## config.mk

```make
export PLATFORM = sky130hd
export DESIGN_NAME = base64_stream_decoder_core
export DESIGN_NICKNAME = d
export VERILOG_FILES = /design/src/rtl/b64d_pkg.sv /design/src/rtl/b64d_sym_decode.sv /design/src/rtl/b64d_step.sv /design/src/rtl/b64d_out_reg.sv /design/src/rtl/base64_stream_decoder_core.sv
export SDC_FILE = /design/constraint.sdc
export NUM_CORES = 1
export LEC_CHECK = 0
export ABC_AREA = 1
export BUFFER_PORTS_ARGS = -buffer_cell sky130_fd_sc_hd__buf_2
export CAP_MARGIN = 40
export CORE_MARGIN = 8
export CORE_UTILIZATION = 40
export CTS_BUF_LIST = sky130_fd_sc_hd__clkbuf_4 sky130_fd_sc_hd__clkbuf_8
export CTS_CLUSTER_SIZE = 25
export DETAILED_ROUTE_END_ITERATION = 7
export GPL_TIMING_DRIVEN = 0
export SETUP_SLACK_MARGIN = 0.3
export SLEW_MARGIN = 10
export SYNTH_ARGS = -nofsm -noshare
export SYNTH_HDL_FRONTEND = slang
export SYNTH_SLANG_ARGS = --single-unit
```

## constraint.sdc

```tcl
create_clock -name clk_i -period 2.4 [get_ports clk_i]
set_clock_uncertainty 0.15 [all_clocks]
set_input_delay 0.48 -clock clk_i [delete_from_list [all_inputs] [get_ports clk_i]]
set_output_delay 0.48 -clock clk_i [all_outputs]
set_load 0.03 [all_outputs]
```

## src/rtl/b64d_pkg.sv

```systemverilog
// Package for the base64 stream decoder: status codes, character classes,
// decoded-symbol and result structures, and character constants.
// Depends on nothing; every other file of the decoder but the checker imports it.
`timescale 1ns / 1ps

package b64d_pkg;

  typedef enum logic [2:0] {
    STATUS_OK        = 3'd0,
    STATUS_BAD_CHAR  = 3'd1,
    STATUS_AFTER_PAD = 3'd2,
    STATUS_PAD_OVER  = 3'd3,
    STATUS_NOT_MULT4 = 3'd4,
    STATUS_TOO_SHORT = 3'd5
  } status_e;

  typedef enum logic [1:0] {
    CLS_SYMBOL,
    CLS_BLANK,
    CLS_PAD,
    CLS_OTHER
  } char_class_e;

  typedef struct packed {
    char_class_e cls;
    logic [5:0]  value;
  } sym_t;

  typedef struct packed {
    logic [7:0] out_byte;
    logic       byte_valid;
    logic       end_of_message;
    status_e    status;
  } result_t;

  localparam logic [7:0] CHAR_PAD     = 8'h3D;
  localparam logic [7:0] CHAR_PLUS    = 8'h2B;
  localparam logic [7:0] CHAR_SLASH   = 8'h2F;
  localparam logic [7:0] CHAR_SPACE   = 8'h20;
  localparam logic [7:0] OFFS_UPPER   = 8'h41;
  localparam logic [7:0] OFFS_LOWER   = 8'h47;
  localparam logic [7:0] OFFS_DIGIT   = 8'hFC;
  localparam logic [5:0] SYM_PLUS     = 6'h3E;
  localparam logic [5:0] SYM_SLASH    = 6'h3F;
  localparam logic [2:0] MIN_RAW_LEN  = 3'd4;
  localparam logic [1:0] MAX_PAD      = 2'd3;

endpackage

```

## src/rtl/b64d_sym_decode.sv

```systemverilog
// Character classifier: maps one raw character to its class and, for an
// alphabet symbol, its six-bit value. Depends on b64d_pkg.
`timescale 1ns / 1ps

module b64d_sym_decode (
  input  logic          [7:0] in_char_i,
  output b64d_pkg::sym_t      sym_o
);
  import b64d_pkg::*;

  logic [7:0] diff;

  always_comb begin
    diff  = 8'h00;
    sym_o = '{cls: CLS_OTHER, value: 6'h00};
    case (in_char_i) inside
      [8'h41:8'h5A]: begin
        diff  = in_char_i - OFFS_UPPER;
        sym_o = '{cls: CLS_SYMBOL, value: diff[5:0]};
      end
      [8'h61:8'h7A]: begin
        diff  = in_char_i - OFFS_LOWER;
        sym_o = '{cls: CLS_SYMBOL, value: diff[5:0]};
      end
      [8'h30:8'h39]: begin
        diff  = in_char_i - OFFS_DIGIT;
        sym_o = '{cls: CLS_SYMBOL, value: diff[5:0]};
      end
      CHAR_PLUS:     sym_o = '{cls: CLS_SYMBOL, value: SYM_PLUS};
      CHAR_SLASH:    sym_o = '{cls: CLS_SYMBOL, value: SYM_SLASH};
      CHAR_PAD:      sym_o = '{cls: CLS_PAD, value: 6'h00};
      CHAR_SPACE,
      [8'h09:8'h0D]: sym_o = '{cls: CLS_BLANK, value: 6'h00};
      default:       sym_o = '{cls: CLS_OTHER, value: 6'h00};
    endcase
  end

endmodule

```

## src/rtl/b64d_step.sv

```systemverilog
// Message state of the decoder and the logic that turns one classified
// character into one result. Depends on b64d_pkg.
`timescale 1ns / 1ps

module b64d_step (
  input  logic                clk_i,
  input  logic                rst_ni,
  input  logic                accept_i,
  input  logic                last_char_i,
  input  b64d_pkg::sym_t      sym_i,
  output b64d_pkg::result_t   result_o
);
  import b64d_pkg::*;

  logic [1:0] phase_q, phase_d;
  logic [5:0] left_q, left_d;
  logic       pad_mode_q, pad_mode_d;
  logic [1:0] pad_cnt_q, pad_cnt_d;
  logic [2:0] raw_len_q, raw_len_d;
  status_e    err_q, err_d;

  logic [7:0] byte_val;
  logic       byte_ok;
  logic [1:0] group_sum;
  status_e    status;

  always_comb begin
    phase_d    = phase_q;
    left_d     = left_q;
    pad_mode_d = pad_mode_q;
    pad_cnt_d  = pad_cnt_q;
    err_d      = err_q;
    byte_val   = 8'h00;
    byte_ok    = 1'b0;
    raw_len_d  = (raw_len_q < MIN_RAW_LEN) ? raw_len_q + 3'd1 : raw_len_q;

    if (err_q == STATUS_OK) begin
      if (!pad_mode_q) begin
        case (sym_i.cls)
          CLS_SYMBOL: begin
            case (phase_q)
              2'd1: begin
                byte_val = {left_q, sym_i.value[5:4]};
                byte_ok  = 1'b1;
              end
              2'd2: begin
                byte_val = {left_q[3:0], sym_i.value[5:2]};
                byte_ok  = 1'b1;
              end
              2'd3: begin
                byte_val = {left_q[1:0], sym_i.value};
                byte_ok  = 1'b1;
              end
              default: ;
            endcase
            left_d  = sym_i.value;
            phase_d = phase_q + 2'd1;
          end
          CLS_BLANK: ;
          CLS_PAD: begin
            pad_mode_d = 1'b1;
            pad_cnt_d  = 2'd1;
          end
          default: err_d = STATUS_BAD_CHAR;
        endcase
      end else begin
        case (sym_i.cls)
          CLS_PAD: begin
            if (pad_cnt_q >= MAX_PAD) begin
              err_d = STATUS_PAD_OVER;
            end else begin
              pad_cnt_d = pad_cnt_q + 2'd1;
            end
          end
          CLS_BLANK: ;
          default: err_d = STATUS_AFTER_PAD;
        endcase
      end
    end

    if (err_d != STATUS_OK) begin
      byte_ok  = 1'b0;
      byte_val = 8'h00;
    end

    group_sum = phase_d + pad_cnt_d;
    status    = STATUS_OK;
    if (last_char_i) begin
      if (raw_len_d < MIN_RAW_LEN) begin
        status = STATUS_TOO_SHORT;
      end else if (err_d != STATUS_OK) begin
        status = err_d;
      end else if (group_sum != 2'd0) begin
        status = STATUS_NOT_MULT4;
      end
    end

    result_o = '{out_byte: byte_val, byte_valid: byte_ok,
                 end_of_message: last_char_i, status: status};
  end

  always_ff @(posedge clk_i or negedge rst_ni) begin
    if (!rst_ni) begin
      phase_q    <= 2'd0;
      left_q     <= 6'd0;
      pad_mode_q <= 1'b0;
      pad_cnt_q  <= 2'd0;
      raw_len_q  <= 3'd0;
      err_q      <= STATUS_OK;
    end else if (accept_i) begin
      if (last_char_i) begin
        phase_q    <= 2'd0;
        left_q     <= 6'd0;
        pad_mode_q <= 1'b0;
        pad_cnt_q  <= 2'd0;
        raw_len_q  <= 3'd0;
        err_q      <= STATUS_OK;
      end else begin
        phase_q    <= phase_d;
        left_q     <= left_d;
        pad_mode_q <= pad_mode_d;
        pad_cnt_q  <= pad_cnt_d;
        raw_len_q  <= raw_len_d;
        err_q      <= err_d;
      end
    end
  end

endmodule

```

## src/rtl/b64d_out_reg.sv

```systemverilog
// Result register of the decoder: holds one result until the consumer takes
// it and admits a new request in the same cycle. Depends on b64d_pkg.
`timescale 1ns / 1ps

module b64d_out_reg (
  input  logic              clk_i,
  input  logic              rst_ni,
  input  logic              load_i,
  input  b64d_pkg::result_t result_i,
  input  logic              out_ready_i,
  output logic              out_valid_o,
  output logic              free_o,
  output b64d_pkg::result_t result_o
);
  import b64d_pkg::*;

  logic    valid_q;
  result_t data_q;

  assign free_o      = !valid_q || out_ready_i;
  assign out_valid_o = valid_q;
  assign result_o    = data_q;

  always_ff @(posedge clk_i or negedge rst_ni) begin
    if (!rst_ni) begin
      valid_q <= 1'b0;
    end else if (load_i) begin
      valid_q <= 1'b1;
    end else if (out_ready_i) begin
      valid_q <= 1'b0;
    end
  end

  always_ff @(posedge clk_i) begin
    if (load_i) begin
      data_q <= result_i;
    end
  end

endmodule

```

## src/rtl/base64_stream_decoder_core.sv

```systemverilog
// Top level of the base64 stream decoder: classifier, message state and
// result register. Depends on b64d_pkg, b64d_sym_decode, b64d_step, b64d_out_reg.
//
//   channel | direction | handshake            | payload
//   in      | input     | in_valid_i/in_ready_o | in_char_i, last_char_i
//   out     | output    | out_valid_o/out_ready_i | out_byte_o, byte_valid_o,
//           |           |                      | end_of_message_o, status_o
//
// Each request yields one result in the cycle after acceptance; one request is
// accepted per cycle while results are taken, set by the single result register.
// Reset clears the message state and empties the result register.
// While the result register is full and not taken, in_ready_o is low.
`timescale 1ns / 1ps

module base64_stream_decoder_core (
  input  logic       clk_i,
  input  logic       rst_ni,
  input  logic       in_valid_i,
  output logic       in_ready_o,
  input  logic [7:0] in_char_i,
  input  logic       last_char_i,
  output logic       out_valid_o,
  input  logic       out_ready_i,
  output logic [7:0] out_byte_o,
  output logic       byte_valid_o,
  output logic       end_of_message_o,
  output logic [2:0] status_o
);
  import b64d_pkg::*;

  sym_t    sym;
  result_t step_res;
  result_t out_res;
  logic    accept;

  assign accept = in_valid_i && in_ready_o;

  b64d_sym_decode u_sym (
    .in_char_i (in_char_i),
    .sym_o     (sym)
  );

  b64d_step u_step (
    .clk_i       (clk_i),
    .rst_ni      (rst_ni),
    .accept_i    (accept),
    .last_char_i (last_char_i),
    .sym_i       (sym),
    .result_o    (step_res)
  );

  b64d_out_reg u_out (
    .clk_i       (clk_i),
    .rst_ni      (rst_ni),
    .load_i      (accept),
    .result_i    (step_res),
    .out_ready_i (out_ready_i),
    .out_valid_o (out_valid_o),
    .free_o      (in_ready_o),
    .result_o    (out_res)
  );

  assign out_byte_o       = out_res.out_byte;
  assign byte_valid_o     = out_res.byte_valid;
  assign end_of_message_o = out_res.end_of_message;
  assign status_o         = out_res.status;

endmodule

```

==> results of run 1 <==
[critical path, delay by kind of cell]
family / cells / cell delay, ns
AND/OR/NAND/NOR: 12 / 1.07
AO/OA/AOI/OAI: 3 / 0.37
adder cells (fa/ha/maj): 3 / 0.51
buffers and inverters: 6 / 0.55
[cell usage in the layout (no fill, tap or decap), types with 6 or more instances in the layout]
master	count
buf_4	30
nand4_1	6
buf_6	14
nand2_1	63
dfrtp_1	18
nand2_2	25
nand3_2	6
inv_4	7
a21oi_1	8
buf_2	23
ha_4	8
inv_1	38
inv_2	8
nor2_1	21
nand3_1	39
ha_1	10
edfxtp_1	13
nand2_4	10
[worst paths after layout]
check | from | end | slack (ns) | cells after the start
setup / recovery | in_char_i[2] | u_out.result_o[2] | -0.70 | 24
hold / removal | rst_ni | u_step.raw_len_q[0] | -0.01 | 1
setup reg to reg | u_step.err_q[0] | u_out.result_o[2] | 0.04 | 11
hold reg to reg | u_step.left_q[5] | u_step.left_q[5] | 0.36 | 2
max in group asynchronous | rst_ni | u_step.left_q[1] | 1.80 | 1
min in group clk_i | out_ready_i | u_out.out_valid_o | 0.32 | 4
[power by group]
part	internal, W	total [W]	switching (W)
sequential	0.000607	0.000642	0.0000350
clock	0.000210	0.000400	0.000189
combinational	0.000328	0.000768	0.000441
total	0.00114	0.00181	0.000665
[metal layers]
layer | wire, um | share of wire | vias to the layer above
li1 | - | - | 1255
met1 | 2900 | 0.43 | 1162
met2 | 3470 | 0.51 | 46
met3 | 233 | 0.035 | 13
met4 | 133 | 0.020 | 0
met5 | 0 | 0 | -
[registers in the layout (all words and copies together), names as in the netlist]
name / flops
u_step.phase_q: 2
u_out.result_o: 13
u_step.raw_len_q: 3
u_step.err_q: 3
u_out.out_valid_o: 1
u_step.pad_mode_q: 1
u_step.left_q: 6
u_step.pad_cnt_q: 2
[what timing repair did]
action | in CTS | in global routing
gates resized for setup | 63 | 31
setup endpoints to repair | 25 | 41
pin swaps | 24 | 13
setup buffers | 27 | 15
hold endpoints to repair | 0 | 0
[final cells by class]
type / count / area [um^2]
Tap cell: 77 / 96.3
Fill cell: 551 / 2560
Inverter: 58 / 258
Timing Repair Buffer: 68 / 532
Multi-Input combinational cell: 248 / 1790
Clock inverter: 2 / 8.76
Clock buffer: 6 / 76.3
Sequential cell: 31 / 841
Buffer: 3 / 41.3
[cells by family after synthesis]
kind of cell	synth area share
and+or+nand+nor	0.367
DFF	0.335
adders and majority gates	0.0997
AOI/OAI and AO/OA	0.0852
xor gates and xnor gates	0.0174
buffers and inverters	0.0962
[per-stage QoR]
stage / utilization / cells / setup slack, ns / power [W] / setup TNS (ns)
after floorplan: - / 340 / -0.701 / 0.00102 / -8.20
after global placement: 0.466 / 443 / -1.26 / 0.00114 / -22.23
after detailed placement: 0.466 / 443 / -1.28 / 0.00115 / -22.74
after CTS: 0.548 / 478 / -0.588 / 0.00169 / -7.02
after global routing: 0.588 / 493 / -0.869 / 0.00192 / -13.43
final: 0.588 / 493 / -0.698 / 0.00181 / -9.75
==> results.toml, run 1 <==
[setup_path]
crit_path_end_kind = "flop"
cpMaxStageDelayCell = "o31ai_2"
cp_max_fo = 5
crit_chain = "buf_8 -> clkbuf_16 -> inv_8 -> ha_4 -> nand2_2 -> nand3b_1 -> nand2_4 -> nand2_4 -> nand2_4 -> inv_4 -> nand2_4 -> a31oi_4 -> inv_2 -> ha_4 -> nand4_1 -> o31ai_2 -> inv_1 -> ha_4 -> nand3_4 -> nand2_2 -> nand2_2 -> nand3_2 -> nand2_2 -> a21oi_2"
slowest_delay_ns = 0.30
crit_arrival_ns = 2.98
crit_type = "primary input to flop"
startpoint_type = "primary input"
critPathRequiredTime_ns = 2.28

[timing]
tightest_slew_ns = 0.473
layout_setup_ws_ns = -0.698
min_period_over_period = 1.29
holdWs_ns = -0.0144
rsz0062_at_grt = "yes"
post-route-min-period_ns = 3.10
max-slew-margin-rel = 0.684
fmax_mhz = 323
finalSetupViolCount = 24
finalHoldViolations = 18
drv_slew = 0

[place]
place_congestion = 0.869
port_buffers = 26
hpwlAfterDp_um = 4590
placed_area_mm2 = 0.00289

[floorplan]
coreArea_mm2 = 0.00620
die_x_um = 95.2
die_area_mm2 = 0.00907
die_h_um = 95.2
ioPinCount = 28
start_util = 0.405
rows = 29

[grt]
grt_max_degree = 22
antenna_found_initial = 0
gr-total-overflow = 0
gr-usage-met1 = 0.181
gr-usage-all-layers = 0.149
grt_pass1_vias = 2433
use_met3 = 0.0236
grt_pass1_wl_um = 11100
grt_use_met2 = 0.262
busiest_layer = "met2"

[layout]
syn_to_final_growth_pct = 45.2
drive_gt1_frac = 0.428
insertedDiodeCount = 0
fin_nets = 448
stdcell_area_mm2 = 0.00365

[synth]
synth_top_area_frac = 0.179
async_reset_ff_frac = 0.581
ys_ff_latch = 31
syn-cell-area_mm2 = 0.00251
synth_edf_count = 13
ys_top_cells_by_count = "83 x nand2_1, 51 x inv_1, 46 x nand3_1"
synth-main-ff-cell = "dfrtp_1"
ys_seq_area_frac = 0.335
synthTopCellsByArea = "dfrtp_1 18%, edfxtp_1 16%, nand2_1 12%"
synth_warnings = 0
syn_inst = 340
synth.distinct_cells = 34
syn_nets = 373
synth_area_leader_cell = "dfrtp_1"
postSynthAreaPerCell_um2 = 7.39
synth.most_common_cell = "nand2_1"

[pwr]
leakage_nw = 1.68
p_per_area_mw_per_mm2 = 496
ir_worst_vdd_mv = 0.374

[detailed_routing]
num_vias = 2476
routed_wl_um = 6730
via_per_inst = 5.02
routedWlPerCell_um = 13.7
ant_nets = 0
drc = 0
drtPass1Iterations = 4
drtIter0Drc = 94

[clock_tree]
cts.reportedPaths.clkPinSlew_ns = 0.06
holdBufCountCts = 0
cts.sinks = 31
ctsRootBufferMaster = "clkbuf_8"
h-tree-depth = 2
cts_buffers = 5
cts_max_path_buffers = 2
cts_tree = "built"
worstSkewPairLatency_ns = 0.28

[worst_hold_path]
hp-class = "primary input to asynchronous set/reset pin"

[outcome]
failed_checks = "negative hold slack, negative setup slack"
status = "finished with violations"

[flow_run]
drv_cap = 0
Note: power is estimated with default switching activity, not from simulation.
==> run 2, diff against run 1 <==
--- a/config.mk
+++ b/config.mk
@@ -14,8 +14,10 @@
 export CTS_CLUSTER_SIZE = 25
 export DETAILED_ROUTE_END_ITERATION = 7
 export GPL_TIMING_DRIVEN = 0
+export PLACE_DENSITY = 0.62
 export SETUP_SLACK_MARGIN = 0.3
 export SLEW_MARGIN = 10
 export SYNTH_ARGS = -nofsm -noshare
 export SYNTH_HDL_FRONTEND = slang
+export SYNTH_HIERARCHICAL = 1
 export SYNTH_SLANG_ARGS = --single-unit
==> constraint.sdc (replaced) <==
create_clock -name clk_i -period 2.4 [get_ports clk_i]
set_clock_uncertainty 0.15 [all_clocks]
set_input_delay 0.48 -clock clk_i [delete_from_list [all_inputs] [get_ports clk_i]]
set_output_delay 0.48 -clock clk_i [all_outputs]
set_load 0.1 [all_outputs]
==> run 2 against run 1 <==
The run ends with negative setup slack left. Non-clock buffer count increased by 8. Synthesized area decreased by 0.90%. Combinational power increased by 18%. Register-to-register slack improved by 0.03 ns. Clock-buffer cell count unchanged. Highest routed layer unchanged.
==> results.toml, run 2 <==
[timing]
drv_slew = 0
layout_setup_ws_ns = -0.724
finalHoldViolations = 0
fmax_mhz = 320
max-slew-margin-rel = 0.676
tightest_slew_ns = 0.490
finalSetupViolCount = 24
min_period_over_period = 1.30
post-route-min-period_ns = 3.12
rsz0062_at_grt = "yes"

[layout]
insertedDiodeCount = 0
stdcell_area_mm2 = 0.00373
final_cell_mix = "44 x nand2_1, 33 x buf_4, 26 x inv_1"
syn_to_final_growth_pct = 49.7
instances_no_fill = 465
post-route-util = 0.626
largest_reg_flops = 13
drive_gt1_frac = 0.479
fin_nets = 423
final_common_cell = "nand2_1"

[setup_path]
startpoint_type = "primary input"
crit_arrival_ns = 3.01
cp_max_fo = 6
crit_type = "primary input to flop"
critPathRequiredTime_ns = 2.28
crit_path_end_kind = "flop"

[clock_tree]
cts.sinks = 31
cts_tree = "built"
cts_buffers = 5
h-tree-depth = 2
worstSkewPairLatency_ns = 0.28
ctsRootBufferMaster = "clkbuf_8"
cts_max_path_buffers = 2
cts.reportedPaths.clkPinSlew_ns = 0.06

[synth]
synth-main-ff-cell = "dfrtp_1"
syn_nets = 343
async_reset_ff_frac = 0.581
synth_edf_count = 13
syn-cell-area_mm2 = 0.00249
postSynthAreaPerCell_um2 = 8.05
synth_area_leader_cell = "dfrtp_1"
ys_seq_area_frac = 0.338
synth.most_common_cell = "nand2_1"
synth_warnings = 6
synth.distinct_cells = 34
synthTopCellsByArea = "dfrtp_1 18%, edfxtp_1 16%, ha_1 11%"
ys_ff_latch = 31
ys_top_cells_by_count = "65 x nand2_1, 39 x inv_1, 23 x nand3_1"
synth_top_area_frac = 0.181
syn_inst = 309

[pwr]
switching_share = 0.403
p_per_area_mw_per_mm2 = 521
switchingPower_w = 0.000783
p_int_w = 0.00116
ir_worst_vdd_mv = 0.368
leakage_nw = 1.64
clkPwrFrac = 0.204
seq_power_share = 0.328
power_frac_comb = 0.468

[place]
placed_area_mm2 = 0.00282
place_inst = 410
hpwlAfterDp_um = 4270
place_ws_ns = -1.31
place_congestion = 0.886
port_buffers = 26

[detailed_routing]
drtPass1Iterations = 5
routed_wl_um = 7350
via_per_inst = 5.35
drc = 0
num_vias = 2487
ant_nets = 0
routedWlPerCell_um = 15.8
drtIter0Drc = 180

[grt]
grt_max_degree = 22
grt_pass1_wl_um = 10900
grt_pass1_vias = 2357
gr-total-overflow = 0
grt_use_met2 = 0.260
antenna_found_initial = 0
gr-usage-all-layers = 0.149
gr-usage-met1 = 0.181
use_met3 = 0.0175
busiest_layer = "met2"

[floorplan]
die_h_um = 94.9
die_area_mm2 = 0.00900
rows = 28
start_util = 0.418
ioPinCount = 28
coreArea_mm2 = 0.00596
die_x_um = 94.9

[worst_hold_path]
hp-class = "flop to flop"

[flow_run]
drv_cap = 0

[outcome]
failed_checks = "negative setup slack"
status = "finished with violations"
## run 2: cell count changes in the layout (fill, tap and decap cells not counted), sizes merged, moves of 8 or more
cell,change
nand3,-25
a22o,+8
nor3,+10
a21oi,+10
nand2,-29
inv,-13
## run 2: area by class of cell
cell class	count	area (um^2)
Tap cell	75	93.8
Sequential cell	31	845
Timing Repair inverter	2	11.3
Timing Repair Buffer	71	557
Multi-Input combinational cell	226	1850
Fill cell	489	2230
Buffer	8	68.8
Inverter	44	221
Clock inverter	2	7.51
Clock buffer	6	76.3
## run 2: what timing repair did
item | in CTS | in global routing
endpoints found under the setup margin | 25 | 26
hold buffers | 1 | 0
hold endpoints to repair | 18 | 0
gates resized for setup | 67 | 51
setup buffers | 27 | 17
gates cloned | 1 | 1
pin swaps | 28 | 23
## run 2: worst paths after layout
check / from / end / slack, ns / cells past startpoint
min reg2reg: u_step/left_q[5] / u_step/left_q[5] / 0.35 / 1
min in group asynchronous: rst_ni / u_step/raw_len_q[2] / 0.52 / 2
max: in_char_i[2] / u_out/result_o[2] / -0.72 / 25
max reg2reg: u_step/err_q[1] / u_out/result_o[2] / 0.07 / 13
max in group asynchronous: rst_ni / u_out/out_valid_o / 1.23 / 2
min: u_step/left_q[5] / u_step/left_q[5] / 0.35 / 1
## run 2: metrics by stage
| stage | total power (W) | hold slack [ns] | TNS, ns |
|---|---|---|---|
| after floorplan | 0.00110 | 0.0344 | -5.51 |
| after global placement | 0.00122 | 0.295 | -18.24 |
| after detailed placement | 0.00123 | 0.291 | -19.53 |
| after CTS | 0.00179 | 0.349 | -4.58 |
| after global routing | 0.00204 | 0.355 | -12.99 |
| final | 0.00194 | 0.349 | -10.25 |
## run 2: kinds of logic (layout without fill, tap and decap cells)
| kind of cell | count (synthesis) | after routing | synth area share |
|---|---|---|---|
| and+or+nand+nor | 151 | 151 | 0.311 |
| AOI/OAI and AO/OA | 48 | 48 | 0.134 |
| xor gates and xnor gates | 6 | 6 | 0.0211 |
| DFF | 31 | 31 | 0.338 |
| adders and majority gates | 21 | 21 | 0.106 |
| buffers and inverters | 52 | 133 | 0.0910 |
## run 2: power by group through the flow
| stage | Clock [W] | Combinational [W] | Sequential, W |
|---|---|---|---|
| floorplan | 0 | 0.000361 | 0.000742 |
| global placement | 0 | 0.000580 | 0.000639 |
| detailed placement | 0 | 0.000588 | 0.000641 |
| CTS | 0.000402 | 0.000757 | 0.000633 |
| global route | 0.000424 | 0.000974 | 0.000644 |
| finish | 0.000396 | 0.000908 | 0.000638 |
## run 2: layer usage
metal	routed length, um	share of wire	vias up
li1	-	-	1197
met1	3050	0.41	1199
met2	3770	0.51	74
met3	358	0.049	17
met4	167	0.023	0
met5	0	0	-
## run 2: critical path, stage by stage
cell      delay [ns]
buf_8           0.11
buf_12          0.12
clkinv_8        0.05
ha_4            0.18
nand2_2         0.07
nand2_2         0.09
nand3_2         0.07
nand2_2         0.09
nand2_4         0.06
nand2_4         0.06
nand3_4         0.09
nor2_4          0.16
ha_4            0.17
nand2_4         0.06
inv_4           0.07
nand3_4         0.09
o31ai_4         0.26
inv_2           0.07
ha_4            0.17
inv_2           0.05
nand3_2         0.08
nand3_2         0.10
nand3_1         0.09
nand2_1         0.10
a21oi_2         0.05
